===== config.mk =====
export PLATFORM = sky130hd
export DESIGN_NAME = boost_duty_with_target_hysteresis_top
export DESIGN_NICKNAME = d
export VERILOG_FILES = /design/src/bdth_pkg.sv /design/src/bdth_ctrl.sv /design/src/bdth_dp.sv /design/src/boost_duty_with_target_hysteresis_top.sv
export SDC_FILE = /design/constraint.sdc
export NUM_CORES = 1
export LEC_CHECK = 0
export BUFFER_PORTS_ARGS = -buffer_cell sky130_fd_sc_hd__buf_2
export CORE_MARGIN = 2
export CORE_UTILIZATION = 45
export CTS_CLUSTER_DIAMETER = 40
export DETAILED_ROUTE_END_ITERATION = 6
export GPL_TIMING_DRIVEN = 0
export MAX_ROUTING_LAYER = met4
export PLACE_DENSITY = 0.71
export SKIP_LAST_GASP = 1
export SYNTH_ARGS = -nofsm -noshare
export SYNTH_HDL_FRONTEND = slang
export SYNTH_SLANG_ARGS = --single-unit

===== constraint.sdc =====
create_clock -name clk -period 8.2 [get_ports clk]
set_input_delay 1.64 -clock clk [delete_from_list [all_inputs] [get_ports clk]]
set_output_delay 1.64 -clock clk [all_outputs]
set_load 0.05 [all_outputs]

===== src/bdth_pkg.sv =====
`timescale 1ns / 1ps
// bdth_pkg: shared types and constants for the boost duty block.
// No dependencies.
package bdth_pkg;

  localparam int CFG_IDX_W = 3;

  localparam logic [CFG_IDX_W-1:0] REG_V_OUT_LOW  = 3'd0;
  localparam logic [CFG_IDX_W-1:0] REG_V_OUT_HIGH = 3'd1;
  localparam logic [CFG_IDX_W-1:0] REG_VB_RISE    = 3'd2;
  localparam logic [CFG_IDX_W-1:0] REG_VB_FALL    = 3'd3;
  localparam logic [CFG_IDX_W-1:0] REG_FULL_SCALE = 3'd4;
  localparam logic [CFG_IDX_W-1:0] REG_MAX_SAFE   = 3'd5;

  localparam int FALLBACK_DUTY = 127;

  typedef struct packed {
    logic load;    // latch samples, update target state
    logic mul;     // form full_scale * vin
    logic step;    // one restoring division step
    logic finish;  // check limits, load output register
  } dp_cmd_t;

endpackage


===== src/bdth_ctrl.sv =====
`timescale 1ns / 1ps
// bdth_ctrl: sequencer for the boost duty block.
// Depends on bdth_pkg (dp_cmd_t).
module bdth_ctrl #(
  parameter int DIV_STEPS = 18
) (
  input  logic             clk,
  input  logic             rst,
  input  logic             in_valid,
  output logic             in_ready,
  output logic             out_valid,
  input  logic             out_ready,
  output bdth_pkg::dp_cmd_t cmd
);

  localparam int CNT_W = $clog2(DIV_STEPS);

  typedef enum logic [1:0] {
    S_IDLE,
    S_MUL,
    S_DIV,
    S_FIN
  } state_t;

  state_t           state;
  logic [CNT_W-1:0] cnt;
  logic             finish;

  assign in_ready = (state == S_IDLE);
  assign finish   = (state == S_FIN) && (!out_valid || out_ready);

  always_comb begin
    cmd        = '0;
    cmd.load   = in_valid && in_ready;
    cmd.mul    = (state == S_MUL);
    cmd.step   = (state == S_DIV);
    cmd.finish = finish;
  end

  always_ff @(posedge clk) begin
    if (rst) begin
      state     <= S_IDLE;
      cnt       <= '0;
      out_valid <= 1'b0;
    end else begin
      if (finish) begin
        out_valid <= 1'b1;
      end else if (out_valid && out_ready) begin
        out_valid <= 1'b0;
      end
      case (state)
        S_IDLE: begin
          if (in_valid) begin
            state <= S_MUL;
          end
        end
        S_MUL: begin
          cnt   <= CNT_W'(DIV_STEPS - 1);
          state <= S_DIV;
        end
        S_DIV: begin
          if (cnt == '0) begin
            state <= S_FIN;
          end else begin
            cnt <= cnt - 1'b1;
          end
        end
        S_FIN: begin
          if (finish) begin
            state <= S_IDLE;
          end
        end
        default: state <= S_IDLE;
      endcase
    end
  end

endmodule


===== src/bdth_dp.sv =====
`timescale 1ns / 1ps
// bdth_dp: config registers, target hysteresis, multiplier, restoring
// divider and limit checks. Depends on bdth_pkg.
module bdth_dp #(
  parameter int ADC_BITS = 10,
  parameter int PWM_BITS = 8,
  parameter int CFG_W    = 10
) (
  input  logic                           clk,
  input  logic                           rst,
  input  logic                           cfg_write,
  input  logic [bdth_pkg::CFG_IDX_W-1:0] cfg_index,
  input  logic [CFG_W-1:0]               cfg_data,
  input  logic [ADC_BITS-1:0]            vin_sample,
  input  logic [ADC_BITS-1:0]            battery_sample,
  input  bdth_pkg::dp_cmd_t              cmd,
  output logic [PWM_BITS-1:0]            duty,
  output logic                           target_is_high,
  output logic                           fell_back
);

  localparam int P = PWM_BITS + ADC_BITS;

  logic [ADC_BITS-1:0] v_low, v_high, vb_rise, vb_fall;
  logic [PWM_BITS-1:0] full_scale, max_safe;
  logic                target_high, target_high_next;

  logic [ADC_BITS-1:0] vin_r, divisor;
  logic [P-1:0]        dvd;
  logic [ADC_BITS-1:0] rem;
  logic [ADC_BITS:0]   rem_sh;
  logic [ADC_BITS+1:0] diff;
  logic                borrow;
  logic                over_fs;
  logic [PWM_BITS-1:0] duty_raw;

  always_ff @(posedge clk) begin
    if (rst) begin
      v_low      <= ADC_BITS'(512);
      v_high     <= ADC_BITS'(768);
      vb_rise    <= ADC_BITS'(700);
      vb_fall    <= ADC_BITS'(600);
      full_scale <= PWM_BITS'(255);
      max_safe   <= PWM_BITS'(230);
    end else if (cfg_write) begin
      case (cfg_index)
        bdth_pkg::REG_V_OUT_LOW:  v_low      <= ADC_BITS'(cfg_data);
        bdth_pkg::REG_V_OUT_HIGH: v_high     <= ADC_BITS'(cfg_data);
        bdth_pkg::REG_VB_RISE:    vb_rise    <= ADC_BITS'(cfg_data);
        bdth_pkg::REG_VB_FALL:    vb_fall    <= ADC_BITS'(cfg_data);
        bdth_pkg::REG_FULL_SCALE: full_scale <= PWM_BITS'(cfg_data);
        bdth_pkg::REG_MAX_SAFE:   max_safe   <= PWM_BITS'(cfg_data);
        default: ;
      endcase
    end
  end

  always_comb begin
    target_high_next = target_high;
    if (!target_high && (battery_sample >= vb_rise)) begin
      target_high_next = 1'b1;
    end else if (target_high && (battery_sample <= vb_fall)) begin
      target_high_next = 1'b0;
    end
  end

  always_ff @(posedge clk) begin
    if (rst) begin
      target_high <= 1'b0;
    end else if (cmd.load) begin
      target_high <= target_high_next;
    end
  end

  // restoring division step
  assign rem_sh = {rem, dvd[P-1]};
  assign diff   = {1'b0, rem_sh} - {2'b00, divisor};
  assign borrow = diff[ADC_BITS+1];

  always_ff @(posedge clk) begin
    if (cmd.load) begin
      vin_r   <= vin_sample;
      divisor <= target_high_next ? v_high : v_low;
    end
    if (cmd.mul) begin
      dvd <= P'(full_scale) * P'(vin_r);
      rem <= '0;
    end else if (cmd.step) begin
      dvd <= {dvd[P-2:0], ~borrow};
      rem <= borrow ? rem_sh[ADC_BITS-1:0] : diff[ADC_BITS-1:0];
    end
  end

  assign over_fs  = (divisor == '0) || (dvd > P'(full_scale));
  assign duty_raw = full_scale - dvd[PWM_BITS-1:0];

  always_ff @(posedge clk) begin
    if (cmd.finish) begin
      target_is_high <= target_high;
      if (over_fs || (duty_raw > max_safe)) begin
        duty      <= PWM_BITS'(bdth_pkg::FALLBACK_DUTY);
        fell_back <= 1'b1;
      end else begin
        duty      <= duty_raw;
        fell_back <= 1'b0;
      end
    end
  end

endmodule


===== src/boost_duty_with_target_hysteresis_top.sv =====
`timescale 1ns / 1ps
// Boost converter feed-forward duty with hysteretic output target.
// Depends on bdth_pkg, bdth_ctrl, bdth_dp.
//
//  channel | handshake            | payload
//  --------+----------------------+-------------------------------------
//  input   | in_valid / in_ready  | vin_sample, battery_sample
//  output  | out_valid / out_ready| duty, target_is_high, fell_back
//  config  | cfg_write            | cfg_index, cfg_data
//
// Each item passes through a multiply step, a radix-2 restoring divider that
// forms one quotient bit per cycle, and a limit-check step before its result
// is loaded into the output register. One item is in work at a time; the next
// is taken while the last result waits in the output register, and the
// limit-check step stalls until that result is taken.
// Synchronous reset loads the register defaults and selects the low target.
module boost_duty_with_target_hysteresis_top #(
  parameter int ADC_BITS = 10,
  parameter int PWM_BITS = 8
) (
  input  logic                           clk,
  input  logic                           rst,
  input  logic                           cfg_write,
  input  logic [bdth_pkg::CFG_IDX_W-1:0] cfg_index,
  input  logic [((ADC_BITS > PWM_BITS) ? ADC_BITS : PWM_BITS)-1:0] cfg_data,
  input  logic                           in_valid,
  output logic                           in_ready,
  input  logic [ADC_BITS-1:0]            vin_sample,
  input  logic [ADC_BITS-1:0]            battery_sample,
  output logic                           out_valid,
  input  logic                           out_ready,
  output logic [PWM_BITS-1:0]            duty,
  output logic                           target_is_high,
  output logic                           fell_back
);

  localparam int CFG_W = (ADC_BITS > PWM_BITS) ? ADC_BITS : PWM_BITS;

  bdth_pkg::dp_cmd_t cmd;

  bdth_ctrl #(
    .DIV_STEPS(PWM_BITS + ADC_BITS)
  ) u_ctrl (
    .clk      (clk),
    .rst      (rst),
    .in_valid (in_valid),
    .in_ready (in_ready),
    .out_valid(out_valid),
    .out_ready(out_ready),
    .cmd      (cmd)
  );

  bdth_dp #(
    .ADC_BITS(ADC_BITS),
    .PWM_BITS(PWM_BITS),
    .CFG_W   (CFG_W)
  ) u_dp (
    .clk           (clk),
    .rst           (rst),
    .cfg_write     (cfg_write),
    .cfg_index     (cfg_index),
    .cfg_data      (cfg_data),
    .vin_sample    (vin_sample),
    .battery_sample(battery_sample),
    .cmd           (cmd),
    .duty          (duty),
    .target_is_high(target_is_high),
    .fell_back     (fell_back)
  );

endmodule

==> summary.md, run 1 <==
| Metric | Value |
|---|---|
| First-pass GRT wire length | `34.9 mm` |
| Hold slack | `0.454 ns` |
| Post-synth ARST share | `0%` |
| CP endpoint kind | `flip-flop` |
| Fill cells | `1907` |
| Tcrit/Tclk final | `between 60% and 70%` |
| Mapped Cells | `approximately 1000` |
| Hold Vio Cnt, Final | `0` |
| Total GRT Usage | `a little over a fifth` |
| Met2 Routed Length | `10.1 mm` |
| Sink Count | `around 120` |
| Mapped cell area | `between 9000 and 10000 um^2` |
| Type of the most critical hold path | `reg -> reg` |
| Setup Skew | `0.0171 ns` |
| Resized Gates After CTS | `0` |
| IO buf count | `48` |
| CP required | `approximately 8.4 ns` |
| Num ports | `50` |
| Worst R2R Path Depth | `16` |
| Commonest non-fill, non-tap cell in the layout | `nand2_1` |
| Seq/Total Area, Yosys | `around a third` |
| Fin. max-slew vios | `0` |
| Via density | `around 5.3` |
| Starting density of the core | `45.4%` |
| CTS Root Cell | `clkbuf_16` |
| Pin count of the biggest net entering global routing | `21` |
| Syn nets | `roughly 1200` |
| Status | `finished, final reports clean` |
| Most frequent cells in the layout | `nand2_1, inv_1, ha_1` |
| Setup ws final | `~2.9 ns` |
| Nets@finish | `around 1200` |
| Tmin final | `approximately 5.3 ns` |
| Post-place setup slack | `about 3 ns` |
| Grt total ovfl | `0` |
| RSZ-0062 raised after global routing | `no` |
| Worst-Margin Slew | `~1.2 ns` |
| DIE AREA | `about 21000 um^2` |
| Met1 WL | `between 9 and 10 mm` |
| DRT Pass-1 Iters | `5` |
| Dpl cell area | `a little under 10000 um^2` |
| Met3 Routed Length | `between 800 and 900 um` |
| Synth Register Bits | `123` |
| Avg WL per Cell | `around 16 um` |
| Row count | `52` |
| CP startpoint | `u_dp.full_scale[7]` |
| Routed Wire Length | `~21 mm` |
| Fmax | `about 190 MHz` |
| CP startpoint kind | `flip-flop` |
| CP Class | `reg -> reg` |
| Count of cell types in the netlist | `65` |
| Cts hold-fix bufs | `0` |
| Reg-to-reg startpoint | `u_dp.full_scale[7]` |
| Setup TNS | `0 ns` |
| Die Y-Extent | `about 150 um` |
| Vias in the first global route | `between 7000 and 8000` |
| R2R Setup Slk | `~2.9 ns` |
| Final Instance Area | `slightly above 10000 um^2` |
| Topmost layer with routed signal wires | `met4` |
| Clock slew at reported path FFs | `around 0.06 ns` |
| DR vias | `around 7100` |
| Worst-path fanout max | `10` |
| Synth warn | `0` |
| Initial antenna violation count | `0` |
| # setup viols final | `0` |
| CTS tree | `built` |
| Residual DRC count | `0` |
| Detailed placement HPWL | `15.9 mm` |
| Worst relative slew slack | `around a fifth` |
| Final ANT Viol Nets | `0` |
| Crit path DAT | `~5.5 ns` |
| Predominant post-synthesis flop cell | `dfxtp_1` |
| Avg Inst Size Synth | `9.19 um^2` |
| Worst-Skew Late Latency | `between 0.4 and 0.5 ns` |
| # H-tree levels | `4` |
| Layout cells sized above 1 | `about a tenth` |
| Worst R2R End | `u_dp.dvd[15]` |
| Area Growth Syn to Fin | `12.8%` |
| Post-synth EDFFs | `48` |
| Worst setup path endpoint | `u_dp.dvd[15]` |
| Core area | `approximately 20000 um^2` |
| 1st-iter DRT viols | `420` |
| Max-cap violation count | `0` |
| Num CTS Buffers | `17` |
| Ant. Diodes | `0` |
| Clock tree buffer depth | `2` |
| Final RePlAce weighted congestion | `between 0.8 and 0.9` |
| Die W | `between 100 and 150 um` |
| Post-CTS Setup Bufs | `0` |
kinds of logic after synthesis:
| kind of cell | after synthesis | share of synthesized area [%] |
|---|---|---|
| flops | 123 | 32.3 |
| simple gates | 347 | 19.1 |
| xor+xnor | 19 | 1.83 |
| compound gates | 166 | 12.3 |
| mux | 29 | 3.53 |
| buf+inv | 160 | 6.66 |
| fa+ha+maj | 147 | 24.3 |
worst max-delay path, cell delays in order (launching register included):
cell and delay [ns]:
dfxtp_1 0.42, clkbuf_1 0.49, nand2_1 0.16, fa_1 0.54, fa_1 0.54, inv_1 0.06
fa_1 0.55, inv_1 0.07, fa_1 0.52, inv_1 0.05, ha_1 0.35, o21ai_0 0.11
a21oi_1 0.30, o21ai_0 0.23, o31ai_1 0.29, xor2_1 0.11, mux2_2 0.27
sequential cells by signal, summed over array words and instances (netlist names), 10 cells and up:
name,count
u_dp.vin_r,10
u_dp.vb_rise,10
u_dp.v_low,10
u_dp.divisor,10
u_dp.vb_fall,10
u_dp.dvd,18
u_dp.v_high,10
u_dp.rem,10
synth_stat cells, types with 23 or more instances:
cell	n	area (um^2)
nand2_1	134	503
inv_1	129	484
ha_1	97	1210
dfxtp_1	75	1500
and2_1	71	444
a21oi_1	58	290
fa_1	50	1000
edfxtp_1	48	1440
nor2_1	44	165
clkbuf_1	27	101
o21ai_0	25	125
nand3b_1	23	173
through the flow:
stage	util, %	cells
after floorplan	-	991
after global placement	48.3	1309
after detailed placement	48.3	1309
after CTS	51.3	1341
after global routing	51.3	1341
final	51.3	1341
worst min-delay path by stage:
stage	start	endpoint	slack [ns]	cells after the start
2_1_floorplan	u_dp.v_low[0]	u_dp.v_low[0]	0.43	2
3_3_place_gp	u_dp.v_low[4]	u_dp.v_low[4]	0.44	2
3_5_place_dp	u_dp.v_high[7]	u_dp.v_high[7]	0.45	2
4_1_cts	u_dp.v_high[7]	u_dp.v_high[7]	0.45	2
5_1_grt	u_dp.v_high[0]	u_dp.v_high[0]	0.47	2
6_report	u_dp.v_high[3]	u_dp.v_high[3]	0.45	2
layout make-up:
class                           count  area [um^2]  area share [%]
Inverter                          129          484            4.71
Timing Repair Buffer               48          240            2.34
Tap cell                          270          338            3.29
Sequential cell                   123         2940            28.6
Clock inverter                     14          139            1.35
Clock buffer                       18          450            4.38
Buffer                             31          123            1.19
Multi-Input combinational cell    708         5560            54.1
per-layer routing:
metal	track usage [%]	vias to the layer above
li1	-	3482
met1	27.0	3446
met2	34.0	154
met3	3.69	27
met4	6.02	0
met5	-	-
Power of run 1 is left out: the tool's default activity adds up to more than one toggle a clock period on the data nets, which glitch-free logic cannot reach.
==> inputs of run 2 (changes only) <==
Settings changed: ABC_AREA from default to 1.
Clock period 8.2 ns to 5.32 ns, I/O delays scaled along.
==> run 2 against run 1 <==
Global-route usage rose by 0.56 points. Setup slack got worse by 2.5 ns. Via count rose by 12%. Synthesized cell count rose by 25%. Register-to-register slack got worse by 2.5 ns. Clock skew fell by 0.0044 ns. Die area rose by 2.9%. Design area rose by 2.5%. Worst hold slack improved by 0.0088 ns. Synthesized area rose by 3.0%. Sequential cell count did not move. Critical path depth rose by 1. Highest routed layer unchanged.
==> summary.md, run 2 <==
| Metric | Value |
|---|---|
| Top reg by flops | `u_dp.dvd (unchanged)` |
| CP endpoint kind | `flip-flop (unchanged)` |
| Vias in the first global route | `7553 (was 7064)` |
| Worst R2R Path Depth | `17 (was 16)` |
| Area Growth Syn to Fin | `12.3% (was 12.8%)` |
| Starting density of the core | `46.0% (was 45.4%)` |
| CP required | `5.50 ns (was 8.37 ns)` |
| Total GRT Usage | `21.5% (was 20.9%)` |
| Yosys top cell area share | `16.0% (was 16.5%)` |
| Synth Register Bits | `123 (unchanged)` |
| Ant. Diodes | `0 (unchanged)` |
| Sequential Area | `2940 um^2 (unchanged)` |
| Number of flip-flops in the largest register | `18 (unchanged)` |
| CP Class | `reg -> reg (unchanged)` |
| Avg WL per Cell | `13.9 um (was 15.8 um)` |
| Post-synth top cells | `nand2_1, inv_1, nor2_1 (was nand2_1, inv_1, ha_1)` |
| Tcrit/Tclk final | `92.3% (was 64.8%)` |
| DR vias | `7957 (was 7109)` |
| Cts hold-fix bufs | `0 (unchanged)` |
| Num CTS Buffers | `17 (unchanged)` |
| Die Y-Extent | `148 um (was 146 um)` |
| Worst-Margin Slew | `1.09 ns (was 1.20 ns)` |
| Top-count cell post-synth | `nand2_1 (unchanged)` |
| Area taken by multi-input logic gates | `5260 um^2 (was 5560 um^2)` |
| Predominant post-synthesis flop cell | `dfxtp_1 (unchanged)` |
| CTS tree | `built (unchanged)` |
| Type of the most critical hold path | `reg -> reg (unchanged)` |
| Synth warn | `0 (unchanged)` |
| Via density | `4.99 (was 5.30)` |
| RSZ-0062 raised after global routing | `no (unchanged)` |
| Most frequent cells in the layout | `nand2_1, inv_1, nor2_1 (was nand2_1, inv_1, ha_1)` |
| Row count | `52 (unchanged)` |
| Worst-Skew Late Latency | `0.43 ns (was 0.42 ns)` |
| R2R Setup Slk | `0.41 ns (was 2.89 ns)` |
| Avg Inst Size Synth | `7.55 um^2 (was 9.19 um^2)` |
| Mapped cell area | `9380 um^2 (was 9100 um^2)` |
| Fmax | `204 MHz (was 188 MHz)` |
| Worst relative slew slack | `27.5% (was 19.7%)` |
| Nets@finish | `1495 (was 1243)` |
| Grt total ovfl | `0 (unchanged)` |
| Syn nets | `1427 (was 1176)` |
| Top post-synthesis cells by area | `dfxtp_1, edfxtp_1, ha_1, nand2_1, fa_1 (was dfxtp_1, edfxtp_1, ha_1, fa_1, nand2_1)` |
| Detailed placement HPWL | `16.8 mm (was 15.9 mm)` |
| Post-synth EDFFs | `48 (unchanged)` |
| Cell mode on critical path | `fa_1 (unchanged)` |
| Post-CTS Setup Bufs | `0 (unchanged)` |
| Critical path's largest stage delay | `0.54 ns (was 0.55 ns)` |
| Tmin final | `4.91 ns (was 5.31 ns)` |
| Count of cell types in the netlist | `38 (was 65)` |
| Max-cap violation count | `0 (unchanged)` |
| Clock tree buffer depth | `2 (unchanged)` |
| Crit-path slowest cell | `fa_1 (unchanged)` |
| Fin. max-slew vios | `0 (unchanged)` |
| DRT Pass-1 Iters | `5 (unchanged)` |
| 1st-iter DRT viols | `625 (was 420)` |
| Die W | `148 um (was 146 um)` |
| Final ANT Viol Nets | `0 (unchanged)` |
| # setup viols final | `0 (unchanged)` |
| Status | `finished, final reports clean (unchanged)` |
| Area leader, netlist | `dfxtp_1 (unchanged)` |
| CTS Root Cell | `clkbuf_16 (unchanged)` |
| Resized Gates After CTS | `0 (unchanged)` |
| Mapped Cells | `1242 (was 991)` |
| Num ports | `50 (unchanged)` |
| Fill cells | `1874 (was 1907)` |
| Initial antenna violation count | `0 (unchanged)` |
| Setup TNS | `0 ns (unchanged)` |
| Hold Vio Cnt, Final | `0 (unchanged)` |
| Hold Crit Depth | `2 (unchanged)` |
| Final RePlAce weighted congestion | `0.903 (was 0.881)` |
| # H-tree levels | `4 (unchanged)` |
| Clock slew at reported path FFs | `0.06 ns (about the same)` |
| Crit path DAT | `5.09 ns (was 5.48 ns)` |
| Core area | `20400 um^2 (was 20000 um^2)` |
| Routed Wire Length | `22.2 mm (was 21.2 mm)` |
| Post-synth ARST share | `0% (unchanged)` |
| Worst-path fanout max | `10 (unchanged)` |
| Sink Count | `123 (unchanged)` |
| IO buf count | `49 (was 48)` |
| CP startpoint kind | `flip-flop (unchanged)` |
| CP Cell Sequence | `clkbuf_1 > nand2_1 > inv_1 > fa_1 > fa_1 > fa_1 > inv_1 > fa_1 > inv_1 > ha_1 > a21oi_1 > o21ai_0 > nand2_1 > nand3_1 > or2_2 > nand3_1 > nand2_1 (was clkbuf_1 > nand2_1 > fa_1 > fa_1 > inv_1 > fa_1 > inv_1 > fa_1 > inv_1 > ha_1 > o21ai_0 > a21oi_1 > o21ai_0 > o31ai_1 > xor2_1 > mux2_2)` |
| Setup Skew | `0.0127 ns (was 0.0171 ns)` |
| DIE AREA | `22000 um^2 (was 21400 um^2)` |
| Seq/Total Area, Yosys | `31.4% (was 32.3%)` |
| Commonest non-fill, non-tap cell in the layout | `nand2_1 (unchanged)` |
| Pin count of the biggest net entering global routing | `23 (was 21)` |
| Residual DRC count | `0 (unchanged)` |
| First-pass GRT wire length | `36.7 mm (was 34.9 mm)` |
| Layout cells sized above 1 | `8.31% (was 10.6%)` |
## run 2: changes by cell type in the layout (fill, tap and decap cells not counted), moves of 12 or more
cell      previous run  this run
nand3b_1            23         5
and2_1              71         0
nand3_1             11        68
o211ai_1             3        24
nor2_1              44       100
nand2_1            134       304
o21ai_0             25        55
inv_1              129       262
nand2b_1            12         0
mux2_2              17         0
## run 2: worst max-delay path, delay by kind of cell (launching register included)
kind            cells  cell delay (ns)
compound gates      2             0.53
fa+ha+maj           5             2.39
buf+inv             4             0.65
flops               1             0.39
simple gates        6             0.68
## run 2: per-stage QoR
stage | instance area, um^2 | utilization [%] | setup WS (ns) | hold slack, ns | cells
after global routing | 10500 | 51.7 | 0.138 | 0.480 | 1593
after detailed placement | 9960 | 48.9 | 0.466 | 0.446 | 1561
after floorplan | 9380 | - | 1.04 | 0.429 | 1242
after CTS | 10500 | 51.7 | 0.445 | 0.464 | 1593
after global placement | 9960 | 48.9 | 0.482 | 0.439 | 1561
final | 10500 | 51.7 | 0.410 | 0.462 | 1593
## run 2: cell type report
cell class	instances	area share, %
Inverter	267	9.52
Tap cell	270	3.21
Clock buffer	17	4.04
Buffer	39	1.68
Multi-Input combinational cell	813	49.9
Timing Repair Buffer	49	2.33
Sequential cell	123	27.9
Clock inverter	15	1.38
## run 2: logic make-up after synthesis
kind of cell / after synthesis / share of synthesized area (%)
adder cells (fa/ha/maj): 147 / 23.6
AND/OR/NAND/NOR: 501 / 22.0
XOR/XNOR: 11 / 1.03
buffers and inverters: 306 / 12.6
AO/OA/AOI/OAI: 154 / 9.38
flip-flops: 123 / 31.4
## run 2: path summary, 6_finish.rpt
kind | start | to
worst min register to register | u_dp.vb_fall[5] | u_dp.vb_fall[5]
worst min-delay path | u_dp.vb_fall[5] | u_dp.vb_fall[5]
worst max-delay path | u_dp.full_scale[5] | u_dp.dvd[14]
worst max register to register | u_dp.full_scale[5] | u_dp.dvd[14]
## run 2: layer usage
metal | track usage [%] | routed length (um) | vias to the layer above
li1 | - | - | 4028
met2 | 33.5 | 9970 | 228
met3 | 3.19 | 1190 | 31
met4 | 5.95 | 335 | 0
met1 | 29.4 | 10700 | 3670
met5 | - | 0 | -
Power of run 2 is left out for the same reason.
==> inputs of run 3 (changes only) <==
Settings changed: CORE_UTILIZATION 45 to 60, PLACE_DENSITY 0.71 to 0.87.
==> run 3 against run 2 <==
Critical path depth unchanged. Global-route usage up 7.1 points. Worst hold slack worse by 0.0064 ns. Count of clock-buffer cells in the layout up 3. Via count up 3.5%. First-iteration DRC count up 17%. Setup slack better by 0.033 ns. Cell count down 3.7%. Design area down 0.73%. Clock skew down 0.0062 ns. Sequential cell count unchanged. Register-to-register slack better by 0.03 ns. Critical endpoint unchanged.
==> summary.md, run 3 (synthesis results as in run 2) <==
| Metric | Value |
|---|---|
| Crit path DAT | `5.06 ns (was 5.09 ns)` |
| DR vias | `8239 (was 7957)` |
| Number of flip-flops in the largest register | `18 (unchanged)` |
| # H-tree levels | `4 (unchanged)` |
| Worst-path fanout max | `10 (unchanged)` |
| Post-CTS Setup Bufs | `0 (unchanged)` |
| Initial antenna violation count | `0 (unchanged)` |
| Cts hold-fix bufs | `0 (unchanged)` |
| Die W | `129 um (was 148 um)` |
| Total GRT Usage | `28.6% (was 21.5%)` |
| Fin. max-slew vios | `0 (unchanged)` |
| Worst R2R End | `u_dp.dvd[14] (unchanged)` |
| Via density | `5.37 (was 4.99)` |
| CP Depth | `17 (unchanged)` |
| Setup Skew | `0.00654 ns (was 0.0127 ns)` |
| DRT Pass-1 Iters | `5 (unchanged)` |
| CP endpoint kind | `flip-flop (unchanged)` |
| Num ports | `50 (unchanged)` |
| Hold Vio Cnt, Final | `0 (unchanged)` |
| CP required | `5.50 ns (about the same)` |
| Reg-to-reg startpoint | `u_dp.full_scale[6] (was u_dp.full_scale[5])` |
| Setup TNS | `0 ns (unchanged)` |
| Worst R2R Path Depth | `17 (unchanged)` |
| 1st-iter DRT viols | `734 (was 625)` |
| Vias in the first global route | `7943 (was 7553)` |
| Worst setup path endpoint | `u_dp.dvd[14] (unchanged)` |
| Residual DRC count | `0 (unchanged)` |
| Avg WL per Cell | `14.4 um (was 13.9 um)` |
| Core area | `15300 um^2 (was 20400 um^2)` |
| First-pass GRT wire length | `36.5 mm (was 36.7 mm)` |
| Final ANT Viol Nets | `0 (unchanged)` |
| Crit-path slowest cell | `fa_1 (unchanged)` |
| CTS tree | `built (unchanged)` |
| IO buf count | `49 (unchanged)` |
| Worst relative slew slack | `28.2% (was 27.5%)` |
| CP Class | `reg -> reg (unchanged)` |
| Clock tree buffer depth | `2 (unchanged)` |
| Tcrit/Tclk final | `91.7% (was 92.3%)` |
| CP startpoint | `u_dp.full_scale[6] (was u_dp.full_scale[5])` |
| Critical path's largest stage delay | `0.55 ns (was 0.54 ns)` |
| Ant. Diodes | `0 (unchanged)` |
| Worst-Skew Late Latency | `0.43 ns (about the same)` |
| Nets@finish | `1495 (unchanged)` |
| CP startpoint kind | `flip-flop (unchanged)` |
| Pin count of the biggest net entering global routing | `23 (unchanged)` |
| Clock slew at reported path FFs | `0.06 ns (about the same)` |
| Fmax | `205 MHz (was 204 MHz)` |
| Critical path's top delay family | `adder cells (unchanged)` |
| Detailed placement HPWL | `16.4 mm (was 16.8 mm)` |
| DIE AREA | `16600 um^2 (was 22000 um^2)` |
| RSZ-0062 raised after global routing | `no (unchanged)` |
| Buffer and inverter count on the worst path | `4 (unchanged)` |
| Cell mode on critical path | `fa_1 (unchanged)` |
| CTS Root Cell | `clkbuf_16 (unchanged)` |
| # setup viols final | `0 (unchanged)` |
| Most frequent cells in the layout | `nand2_1, inv_1, nor2_1 (unchanged)` |
| Die Y-Extent | `129 um (was 148 um)` |
| Routed Wire Length | `22.1 mm (was 22.2 mm)` |
| Resized Gates After CTS | `0 (unchanged)` |
| R2R Setup Slk | `0.44 ns (was 0.41 ns)` |
| Final RePlAce weighted congestion | `0.894 (was 0.903)` |
| Tmin final | `4.88 ns (was 4.91 ns)` |
| Starting density of the core | `61.5% (was 46.0%)` |
| Status | `finished, final reports clean (unchanged)` |
| Top reg by flops | `u_dp.dvd (unchanged)` |
| Layout cells sized above 1 | `8.16% (was 8.31%)` |
| Row count | `45 (was 52)` |
| Commonest non-fill, non-tap cell in the layout | `nand2_1 (unchanged)` |
| Max-cap violation count | `0 (unchanged)` |
| Type of the most critical hold path | `reg -> reg (unchanged)` |
| Worst-Margin Slew | `1.08 ns (was 1.09 ns)` |
| CP Cell Sequence | `clkbuf_1 > nand2_1 > inv_1 > fa_1 > fa_1 > fa_1 > inv_1 > fa_1 > inv_1 > ha_1 > a21oi_1 > o21ai_0 > nand2_1 > nand3_1 > or2_2 > nand3_1 > nand2_1 (unchanged)` |
| Sink Count | `123 (unchanged)` |
| Area Growth Syn to Fin | `11.5% (was 12.3%)` |
| Num CTS Buffers | `17 (unchanged)` |
| Grt total ovfl | `0 (unchanged)` |
## run 3: worst register-to-register path, cell delays in order, from the launching register on
cell      delay [ns]
dfxtp_1         0.40
clkbuf_1        0.48
nand2_1         0.12
inv_1           0.11
fa_1            0.45
fa_1            0.53
fa_1            0.56
inv_1           0.06
fa_1            0.52
inv_1           0.04
ha_1            0.36
a21oi_1         0.31
o21ai_0         0.14
nand2_1         0.07
nand3_1         0.07
or2_2           0.27
nand3_1         0.08
nand2_1         0.06
## run 3: through the flow
stage	hold slack [ns]	cells	cell area [um^2]	setup WS [ns]	utilization, %
2_1_floorplan	0.429	1242	9380	1.04	-
3_3_place_gp	0.439	1502	9890	0.571	64.8
3_5_place_dp	0.443	1502	9890	0.516	64.8
4_1_cts	0.458	1534	10500	0.502	68.5
5_1_grt	0.484	1534	10500	0.156	68.5
6_report	0.456	1534	10500	0.443	68.5
## run 3: final cells by class
type / count / area, um^2
clock buffer: 20 / 457
timing repair buffer: 49 / 245
sequential: 123 / 2940
clock inverter: 12 / 111
fill: 1175 / 4800
tap: 211 / 264
buffer: 39 / 176
multi-input combinational: 813 / 5260
inverter: 267 / 1000
## run 3: how the worst min path moves through the flow
stage	start	endpoint	slack, ns	cells past startpoint
after floorplan	u_dp.v_low[9]	u_dp.v_low[9]	0.43	2
after global placement	u_dp.v_low[9]	u_dp.v_low[9]	0.44	2
after detailed placement	u_dp.v_low[9]	u_dp.v_low[9]	0.44	2
after CTS	u_dp.v_low[9]	u_dp.v_low[9]	0.46	2
after global routing	u_dp.v_low[9]	u_dp.v_low[9]	0.48	2
final	u_dp.v_low[9]	u_dp.v_low[9]	0.46	2
## run 3: routing by layer
metal	vias up	wire, um	global-route usage (%)
met4	0	461	10.1
li1	4016	-	-
met2	374	10300	45.4
met1	3801	9480	37.2
met5	-	0	-
met3	48	1820	5.16
Power of run 3 is left out for the same reason.
